File: config.mk
export PLATFORM = sky130hd
export DESIGN_NAME = gaps_heur
export DESIGN_NICKNAME = d
export VERILOG_FILES = /design/src/assert_macros.svh /design/src/gaps_pkg.sv /design/src/gaps_heur.sv
export SDC_FILE = /design/constraint.sdc
export NUM_CORES = 1
export LEC_CHECK = 0
export BUFFER_PORTS_ARGS = -buffer_cell sky130_fd_sc_hd__buf_2
export CORE_ASPECT_RATIO = 0.75
export CORE_MARGIN = 2
export CORE_UTILIZATION = 57
export DETAILED_ROUTE_END_ITERATION = 16
export PLACE_DENSITY_LB_ADDON = 0.05
export SKIP_CTS_REPAIR_TIMING = 1
export SLEW_MARGIN = 20
export SYNTH_ARGS = -nofsm -noshare
export SYNTH_HDL_FRONTEND = slang
export SYNTH_SLANG_ARGS = --single-unit
File: constraint.sdc
create_clock -name clk -period 8.4 [get_ports clk]
set_input_delay 1.68 -clock clk [delete_from_list [all_inputs] [get_ports clk]]
set_output_delay 1.68 -clock clk [all_outputs]
set_load 0.01 [all_outputs]
File: src/assert_macros.svh
// ----------------------------------------------------------------------------
// Assertion macros
// Concurrent assertion wrappers, compiled out for synthesis.
// ----------------------------------------------------------------------------
`ifndef ASSERT_MACROS_SVH
`define ASSERT_MACROS_SVH
`ifndef SYNTHESIS
// property holds on every clock edge outside reset
`define ASSERT_ALWAYS(lbl, clk, rst, prop) \
  lbl: assert property (@(posedge clk) disable iff (rst) (prop)) \
    else $error("assertion failed");
// antecedent implies consequent in the next cycle
`define ASSERT_NEXT(lbl, clk, rst, ante, cons) \
  lbl: assert property (@(posedge clk) disable iff (rst) (ante) |=> (cons)) \
    else $error("assertion failed");
`else
`define ASSERT_ALWAYS(lbl, clk, rst, prop)
`define ASSERT_NEXT(lbl, clk, rst, ante, cons)
`endif
`endif

File: src/gaps_pkg.sv
// ----------------------------------------------------------------------------
// gaps_pkg
// Shared types and constants of the grid path search unit.
// ----------------------------------------------------------------------------
package gaps_pkg;

  // largest grid the stores hold; the command ports are sized for 32x32
  localparam int MAX_COLUMNS = 32;
  localparam int MAX_ROWS    = 32;

  typedef enum logic [4:0] {
    ST_IDLE, ST_FILL, ST_PRD, ST_CHK_S, ST_CHK_G, ST_CHK_D, ST_CLR, ST_INIT,
    ST_SCAN, ST_SCAN_WAIT, ST_SCAN_DONE, ST_NB_ADDR, ST_NB_UPD,
    ST_LEN_RD, ST_LEN_DT, ST_WR_RD, ST_WR_DT
  } state_t;

  localparam logic [1:0] KIND_SET  = 2'd0;
  localparam logic [1:0] KIND_FILL = 2'd1;
  localparam logic [1:0] KIND_FIND = 2'd2;
  localparam logic [1:0] KIND_READ = 2'd3;

  localparam logic [1:0] STATUS_OK       = 2'd0;
  localparam logic [1:0] STATUS_INVALID  = 2'd1;
  localparam logic [1:0] STATUS_NOTFOUND = 2'd2;

  localparam logic [1:0] CFG_WIDTH  = 2'd0;
  localparam logic [1:0] CFG_HEIGHT = 2'd1;

  // Q8 step costs and octile weight
  localparam logic [8:0] STEP_STRAIGHT  = 9'd256;
  localparam logic [8:0] STEP_DIAG      = 9'd362;
  localparam logic [6:0] OCT_MIN_WEIGHT = 7'd106;

  // neighbour offsets: four straight first, then four diagonal
  localparam logic signed [1:0] NB_DX [8] = '{2'sd1, -2'sd1, 2'sd0, 2'sd0,
                                              2'sd1, 2'sd1, -2'sd1, -2'sd1};
  localparam logic signed [1:0] NB_DY [8] = '{2'sd0, 2'sd0, 2'sd1, -2'sd1,
                                              2'sd1, -2'sd1, 2'sd1, -2'sd1};

endpackage

File: src/gaps_heur.sv
// ----------------------------------------------------------------------------
// gaps_heur
// Registered Q8 Manhattan / octile distance estimate, saturated.
// ----------------------------------------------------------------------------
module gaps_heur #(
  parameter int XW = 5,
  parameter int YW = 5,
  parameter int CW = 24
) (
  input  logic          clk,
  input  logic [XW-1:0] x,
  input  logic [YW-1:0] y,
  input  logic [XW-1:0] gx,
  input  logic [YW-1:0] gy,
  input  logic          diag,
  output logic [CW-1:0] h
);
  import gaps_pkg::*;

  localparam logic [32:0] CMAX = (33'd1 << CW) - 33'd1;

  logic [XW-1:0] dx;
  logic [YW-1:0] dy;
  logic [31:0]   mx, mn;
  logic [32:0]   hw;

  always_comb begin
    dx = (x > gx) ? x - gx : gx - x;
    dy = (y > gy) ? y - gy : gy - y;
    if (32'(dx) > 32'(dy)) begin
      mx = 32'(dx);
      mn = 32'(dy);
    end else begin
      mx = 32'(dy);
      mn = 32'(dx);
    end
    if (diag) begin
      hw = 33'(mx) * 33'(STEP_STRAIGHT) + 33'(mn) * 33'(OCT_MIN_WEIGHT);
    end else begin
      hw = (33'(dx) + 33'(dy)) * 33'(STEP_STRAIGHT);
    end
  end

  always_ff @(posedge clk) begin
    h <= (hw > CMAX) ? {CW{1'b1}} : hw[CW-1:0];
  end

endmodule

Word-level counts from Yosys, hierarchy flattened --
Index checks and enable logic that the tools add are counted.
Storage, ports and cells: register bits after elaboration 24, bits in latches 0, bits in writable memories 0, bits in read-only memories 0, input bits 22, output and inout bits 24, logic and storage cells 17, memories 0
Operators by class: $add $sub $neg 6, multipliers 1, divide/modulo/power cells 0, magnitude comparators 4, equality and inequality tests 0, shift-type cells 0, muxes and demuxes 5, bitwise logic cells 0, reduce and logical (&&, ||, !) cells 0
Operators by type and width (number):
- adder 33 bit | 1
- > comparator 33 x 24 -> 1 bit (second input constant) | 1
- 2-to-1 mux 33 bit | 1
- multiplier 32 x 6 -> 32 bit (second input constant) | 1
- 2-to-1 mux 5 bit | 4
- subtractor 5 bit | 4
- > comparator 5 bit | 3
- adder 5 x 5 -> 6 bit | 1

Logic depth before layout (Yosys ltp) --
Gate-level depths: netlist of run 1.
depth in word-level cells 8, depth in mapped cells 30, mapped depth without buffers 30

Least setup slack after synthesis of run 1 --
No wires, ideal clock.
kind input to register, from input x[1], to register h[13], library setup time 128 ps, arrival time 7671 ps, required time 8272 ps, path slack 601 ps, stages 29, path buffers 0, path through inv_1 > ha_1 > nor2b_1 > o21a_1 > or4_1 > a21o_1 > o21ai_1 > inv_1 > ha_1 > nor2_1 > o21ai_1 > a31oi_1 > o21ai_2 > mux2_2 > ha_1 > fa_1 > ha_1 > ha_1 > a31o_2 > a21o_1 > a21oi_1 > xnor2_1 > ha_1 > a21o_1 > a21oi_1 > nor2b_1 > o21a_1 > o21ai_0 > o21ai_0
On the way: cells in the longest elaborated chain, start to end 8, elaborated cells on any way between the ends 12, those cells by class 4 x add/sub; 1 x mul; 3 x order compare; 4 x mux
RTL lines:
- start, declared | RTL line gaps_heur.sv:11 | input logic [XW-1:0] x,
- subtractor 5 bit or > comparator 5 bit (tied branches) | RTL line gaps_heur.sv:28 | dx = (x > gx) ? x - gx : gx - x;
- 2-to-1 mux 5 bit (*) | RTL line gaps_heur.sv:28
- > comparator 5 bit | RTL line gaps_heur.sv:30 | if (32'(dx) > 32'(dy)) begin
- 2-to-1 mux 5 bit | RTL line gaps_heur.sv:30
- multiplier 32 x 6 -> 32 bit | RTL line gaps_heur.sv:38 | hw = 33'(mx) * 33'(STEP_STRAIGHT) + 33'(mn) * 33'(OCT_MIN_WEIGHT);
- adder 33 bit | RTL line gaps_heur.sv:38
- 2-to-1 mux 33 bit (*) | RTL line gaps_heur.sv:37 | if (diag) begin
- via hw[13] | RTL line gaps_heur.sv:25 | logic [32:0] hw;
- > comparator 33 x 24 -> 1 bit | RTL line gaps_heur.sv:45 | h <= (hw > CMAX) ? {CW{1'b1}} : hw[CW-1:0];
- end signal, assigned | RTL line gaps_heur.sv:45
- end, declared | RTL line gaps_heur.sv:16 | output logic [CW-1:0] h
The timed path passes the listed nets; every way through them passes the cells marked *. A chain may end at the register's enable or synchronous reset.

Worst setup path after layout of run 1 --
Same ends and word-level chain as after synthesis.

==> summary.txt, run 1 <==
status - completed
placed inst area - 0.00254 sq mm
routed wl met2 - 1630 microns
Max Root-Sink Buffers - 2
share of cells above drive strength 1 - 0.179
#FFs+latches synth - 13
gpl congestion - 0.905
register area - 260 sq um
WL met1 - 2540 microns
Total GRT Usage - 0.197
Hold WS - 1820 ps
Final setup viols - 0
PortBufs - 34
Final Slew Violations - 0
Fill cells - 378
DRC - 0
vias per cell - 5.02
Tmin final - 8020 ps
critical path arrival - 8130 ps
fin nets - 394
syn_area_per_cell - 8.65 sq um
starting density of the core - 0.586
via count - 1821
CP Capture Type - flop
die area - 0.00465 sq mm
Max Fclk - 125 MHz
area of the multi-input gates - 0.00189 sq mm
crit-path leading delay family - compound AO/OA/AOI/OAI gates
top flop regs - h (13)
Syn Inst Count - 271
dpl hpwl - 3820 microns
Max-cap violations - 0
fin util - 0.649
WL/cell - 11.9 microns
TritonCTS Buffers - 3
post-route ant nets - 0
drt total wl - 4330 microns
Worst Tran Pin Value - 470 ps
final instance area - 0.00260 sq mm
CP max FO - 5
largest net degree at the start of global routing - 18
vias in the first global route - 1615
CP Class - in -> reg
Worst slew margin - 0.677
Yosys top cell area share - 0.293
HP Class - in -> reg
Yosys warnings - 0
die height - 59.5 microns
FP Rows - 20
Netlist cell types - 46
Syn-to-layout area delta - 10.9%
IO Pins - 46
Pre-antenna DRT Iters - 4
slowest stage delay, CP - 440 ps
max layer used - met4
Clock transition at path regs - 50 ps
Antenna diodes - 0
CP dominant cell by count - ha_1
H-tree lvl count - 1
synth top area cells - ha_1 29%, dfxtp_1 11%, fa_1 6.8%
CTS root buf - clkbuf_8
max reg flops - 13
gr ovfl total - 0
total clock sinks - 13
CTS tree - yes
Critical path buffers and inverters - 3
critical path's slowest cell - fa_1
Yosys top cell by area - ha_1
Starting DRT DRC Count - 62
part of the Yosys area used for sequential elements - 0.111
mapped cell area - 0.00234 sq mm
wire length on met3 - 123 microns
die width - 78.1 microns
period utilization - 0.955
Critical Path Start Type - primary input
WP data required - 8510 ps
initial antenna violation count - 0
core box area - 0.00400 sq mm
final hold vios - 0
first-pass GRT wire length - 7250 microns
register with the most flip-flops - h
==> per-stage QoR <==
step                setup WS [ps]  setup TNS (ps)  std cells
floorplan                     601               0        281
global placement              306               0        359
detailed placement            158               0        359
CTS                           393               0        363
global route                -33.5           -33.5        363
finish                        379               0        363
==> placed cells by master (no fill, tap or decap), drive strengths merged, types with 5 or more instances in the layout <==
master / n
and2: 6
a21oi: 20
mux2i: 13
xnor2: 12
buf: 37
o21ai: 13
a21o: 11
nand2: 8
nor2: 12
ha: 55
mux2: 5
inv: 37
conb: 11
fa: 8
dfxtp: 13
nor2b: 8
==> final cells by class <==
type                       count  share of cell area
clock buffer                   4              0.0173
inverter                      37              0.0534
multi-input combinational    217               0.729
sequential                    13               0.100
tap                           55              0.0265
timing repair buffer          37              0.0741
==> metal layers <==
| layer | vias to the layer above | GRT usage |
|---|---|---|
| met3 | 5 | 0.0137 |
| met2 | 35 | 0.273 |
| met5 | - | 0 |
| met4 | 0 | 0.0526 |
| li1 | 981 | - |
| met1 | 800 | 0.321 |
==> cells in the mapped netlist (all sizes together) <==
library cell and n:
or2 1, o221ai 1, nand2 8, mux2 5
o21ai 13, mux2i 13, nor2 12, dfxtp 13
o21bai 3, conb 1, a211oi 2, nand3 2
a31oi 1, and2 6, and3 2, xor2 3
a32oi 1, buf 13, or4 1, clkbuf 1
o21a 3, ha 55, nor3 2, fa 8
a31o 1, a211o 1, a21oi 20, xnor2 12
a21o 11, o41ai 1, o31ai 1, inv 37
o22ai 2, a221o 1, nand2b 4, nand4 2
nor2b 8
==> logic make-up (layout without fill, tap and decap cells) <==
group / Yosys count / in the layout / synth area share
buffers and inverters: 51 / 78 / 0.103
XOR/XNOR: 15 / 15 / 0.0592
adder cells (fa/ha/maj): 63 / 63 / 0.362
AND/OR/NAND/NOR: 48 / 48 / 0.111
other: 1 / 11 / 0.00160
flip-flops: 13 / 13 / 0.111
multiplexers: 18 / 18 / 0.0795
AO/OA/AOI/OAI: 62 / 62 / 0.173
==> worst paths after layout <==
kind	start	cells after the start	slack [ps]	end
worst max-delay path	x[1]	30	380	h[13]
worst min-delay path	diag	3	1820	h[10]
Power of run 1 is not shown: default switching activity piles up to over one toggle a cycle in this logic, so the estimate is an artifact.
==> run 2, diff against run 1 <==
Settings changed: PLACE_DENSITY_LB_ADDON 0.05 to 0.15.
==> summary.txt, run 2 (synthesis results as in run 1) <==
largest net degree at the start of global routing - 18 (unchanged)
Total GRT Usage - 0.189 (was 0.197)
top flop regs - h (13) (unchanged)
HP Class - in -> reg (unchanged)
vias in the first global route - 1610 (was 1615)
die width - 78.1 microns (unchanged)
Max Root-Sink Buffers - 2 (unchanged)
Final Slew Violations - 0 (unchanged)
CP dominant cell by count - ha_1 (unchanged)
RSZ-0062 raised after global routing - no
Fill cells - 373 (was 378)
gr ovfl total - 0 (unchanged)
area of the multi-input gates - 0.00188 sq mm (was 0.00189 sq mm)
status - completed (unchanged)
fin nets - 395 (was 394)
placed inst area - 0.00255 sq mm (was 0.00254 sq mm)
register with the most flip-flops - h (unchanged)
starting density of the core - 0.586 (unchanged)
FP Rows - 20 (unchanged)
Critical path buffers and inverters - 3 (unchanged)
WL/cell - 11.6 microns (was 11.9 microns)
slowest stage delay, CP - 440 ps (about the same)
vias per cell - 5.07 (was 5.02)
register area - 260 sq um (unchanged)
CP Class - in -> reg (unchanged)
H-tree lvl count - 1 (unchanged)
Syn-to-layout area delta - 10.8% (was 10.9%)
Worst Tran Pin Value - 542 ps (was 470 ps)
critical path's slowest cell - fa_1 (unchanged)
Sum Neg Setup Slack - 0 ps (unchanged)
Final setup viols - 0 (unchanged)
period utilization - 0.944 (was 0.955)
Max Fclk - 126 MHz (was 125 MHz)
initial antenna violation count - 0 (unchanged)
Clock transition at path regs - 50 ps (about the same)
Critical Path Start Type - primary input (unchanged)
CTS tree - yes (unchanged)
Antenna diodes - 0 (unchanged)
via count - 1845 (was 1821)
Max-cap violations - 0 (unchanged)
IO Pins - 46 (unchanged)
gpl congestion - 0.953 (was 0.905)
CP max FO - 5 (unchanged)
die height - 59.5 microns (unchanged)
TritonCTS Buffers - 3 (unchanged)
total clock sinks - 13 (unchanged)
PortBufs - 34 (unchanged)
first-pass GRT wire length - 7080 microns (was 7250 microns)
post-route ant nets - 0 (unchanged)
fin util - 0.649 (about the same)
DRC - 0 (unchanged)
dpl hpwl - 3740 microns (was 3820 microns)
CP Capture Type - flop (unchanged)
core box area - 0.00400 sq mm (unchanged)
final hold vios - 0 (unchanged)
commonest non-fill, non-tap cell in the layout - ha_1 (unchanged)
WP data required - 8510 ps (about the same)
max reg flops - 13 (unchanged)
Worst slew margin - 0.628 (was 0.677)
CTS root buf - clkbuf_8 (unchanged)
die area - 0.00465 sq mm (unchanged)
highest-count cells in the layout ignoring fill and taps - 55 x ha_1, 37 x inv_1, 34 x buf_2, 19 x a21oi_1, 13 x dfxtp_1 (was 55 x ha_1, 37 x inv_1, 34 x buf_2, 19 x a21oi_1)
final instance area - 0.00260 sq mm (about the same)
Tmin final - 7930 ps (was 8020 ps)
Starting DRT DRC Count - 64 (was 62)
crit-path leading delay family - compound AO/OA/AOI/OAI gates (unchanged)
critical path arrival - 8040 ps (was 8130 ps)
Pre-antenna DRT Iters - 4 (unchanged)
share of cells above drive strength 1 - 0.181 (was 0.179)
drt total wl - 4210 microns (was 4330 microns)
==> run 2: cell types whose count changed in the layout (fill, tap and decap cells not counted), sizes merged <==
cell,delta
buf,+1
==> run 2: final timing paths <==
kind | startpoint | end | slack [ps] | cells past startpoint
worst max-delay path | x[1] | h[13] | 470 | 30
worst min-delay path | diag | h[1] | 1830 | 2
==> run 2: routing by layer <==
metal / part of all wire / track usage
met1: 0.56 / 0.289
met2: 0.40 / 0.298
met3: 0.038 / 0.0107
met4: 0.0031 / 0.0351
met5: 0 / 0
==> run 2: per-stage QoR <==
stage,setup slack [ps],instances,hold WS [ps]
6_report,467,364,1830
5_1_grt,0.832,364,1850
4_1_cts,425,364,1820
3_5_place_dp,190,360,2070
3_3_place_gp,445,360,2060
2_1_floorplan,601,281,1790
==> run 2: area by class of cell <==
class / count / area share
clock buffer: 4 / 0.0173
timing repair buffer: 38 / 0.0771
sequential: 13 / 0.100
inverter: 37 / 0.0535
multi-input combinational: 217 / 0.725
tap: 55 / 0.0265
Power of run 2 is left out for the same reason.
==> run 3, diff against run 2 <==
Settings changed: MAX_ROUTING_LAYER from default to met4.
==> summary.txt, run 3 (synthesis results as in run 1) <==
final hold vios - 0 (unchanged)
area of the multi-input gates - 0.00190 sq mm (was 0.00188 sq mm)
die height - 59.5 microns (unchanged)
HP Class - in -> reg (unchanged)
Max Fclk - 126 MHz (about the same)
largest net degree at the start of global routing - 18 (unchanged)
via count - 1858 (was 1845)
status - completed (unchanged)
placed instance count - 360 (unchanged)
die width - 78.1 microns (unchanged)
period utilization - 0.941 (was 0.944)
Tmin final - 7910 ps (was 7930 ps)
fin nets - 395 (unchanged)
CTS tree - yes (unchanged)
Max Root-Sink Buffers - 2 (unchanged)
PortBufs - 34 (unchanged)
register with the most flip-flops - h (unchanged)
Critical Path Start Type - primary input (unchanged)
Worst Tran Pin Value - 529 ps (was 542 ps)
CP Class - in -> reg (unchanged)
IO Pins - 46 (unchanged)
register area - 260 sq um (unchanged)
highest-count cells in the layout ignoring fill and taps - 55 x ha_1, 37 x inv_1, 34 x buf_2, 18 x a21oi_1, 13 x dfxtp_1 (was 55 x ha_1, 37 x inv_1, 34 x buf_2, 19 x a21oi_1, 13 x dfxtp_1)
Worst slew margin - 0.637 (was 0.628)
Syn-to-layout area delta - 11.3% (was 10.8%)
first-pass GRT wire length - 7890 microns (was 7080 microns)
placed inst area - 0.00255 sq mm (unchanged)
TritonCTS Buffers - 3 (unchanged)
initial antenna violation count - 0 (unchanged)
WP data required - 8510 ps (about the same)
gr ovfl total - 0 (unchanged)
core box area - 0.00400 sq mm (unchanged)
Clock transition at path regs - 50 ps (about the same)
drt total wl - 4460 microns (was 4210 microns)
Starting DRT DRC Count - 81 (was 64)
total clock sinks - 13 (unchanged)
Setup crit start - x[1] (unchanged)
CTS root buf - clkbuf_8 (unchanged)
vias in the first global route - 1752 (was 1610)
WL/cell - 12.2 microns (was 11.6 microns)
final instance area - 0.00261 sq mm (was 0.00260 sq mm)
dpl hpwl - 3830 microns (was 3740 microns)
Sum Neg Setup Slack - 0 ps (unchanged)
post-route ant nets - 0 (unchanged)
top flop regs - h (13) (unchanged)
Fill cells - 361 (was 373)
gpl congestion - 0.973 (was 0.953)
CP dominant cell by count - ha_1 (unchanged)
starting density of the core - 0.586 (unchanged)
CP max FO - 5 (unchanged)
vias per cell - 5.10 (was 5.07)
DRC - 0 (unchanged)
Pre-antenna DRT Iters - 4 (unchanged)
commonest non-fill, non-tap cell in the layout - ha_1 (unchanged)
FP Rows - 20 (unchanged)
critical path arrival - 8020 ps (was 8040 ps)
Total GRT Usage - 0.215 (was 0.189)
critical path's slowest cell - fa_1 (unchanged)
max reg flops - 13 (unchanged)
crit path to - h[13] (unchanged)
H-tree lvl count - 1 (unchanged)
Antenna diodes - 0 (unchanged)
share of cells above drive strength 1 - 0.188 (was 0.181)
Final Slew Violations - 0 (unchanged)
slowest stage delay, CP - 430 ps (was 440 ps)
CP Capture Type - flop (unchanged)
final std cells w/o fill - 364 (unchanged)
die area - 0.00465 sq mm (unchanged)
Max-cap violations - 0 (unchanged)
Final setup viols - 0 (unchanged)
RSZ-0062 raised after global routing - no (unchanged)
[run 3: changes by cell type in the layout (fill, tap and decap cells not counted)]
cell / change
xnor2_2: +1
a21oi_1: -1
a21oi_2: +1
xnor2_1: -1
[run 3: routing by layer]
| layer | part of all wire | vias to the layer above | global-route usage |
|---|---|---|---|
| li1 | - | 981 | - |
| met4 | 0.0054 | 0 | 0.0301 |
| met3 | 0.035 | 4 | 0.0198 |
| met5 | 0 | - | - |
| met2 | 0.41 | 33 | 0.324 |
| met1 | 0.55 | 840 | 0.321 |
[run 3: worst min path at each step]
| stage | start | end | cells past startpoint |
|---|---|---|---|
| floorplan | diag | h[10] | 1 |
| global placement | diag | h[13] | 2 |
| detailed placement | diag | h[13] | 2 |
| CTS | diag | h[13] | 2 |
| global route | diag | h[3] | 2 |
| finish | diag | h[13] | 2 |
[run 3: cell type report]
| cell class | count | area share |
|---|---|---|
| multi-input combinational | 217 | 0.727 |
| sequential | 13 | 0.0998 |
| timing repair buffer | 38 | 0.0767 |
| inverter | 37 | 0.0532 |
| tap | 55 | 0.0264 |
| clock buffer | 4 | 0.0173 |
[run 3: metrics by stage]
stage | util | hold WS [ps] | setup WS, ps
final | 0.652 | 1840 | 492
after global routing | 0.652 | 1840 | 76.0
after CTS | 0.648 | 1820 | 409
after detailed placement | 0.637 | 2070 | 183
after global placement | 0.637 | 2060 | 453
after floorplan | - | 1790 | 601
[run 3: critical path, delay by kind of cell]
kind	cells	cell delay, ps
fa+ha+maj	7	2270
xor+xnor	1	180
buf+inv	3	340
simple gates	5	930
mux	1	300
compound gates	13	2320
Power of run 3 is left out for the same reason.
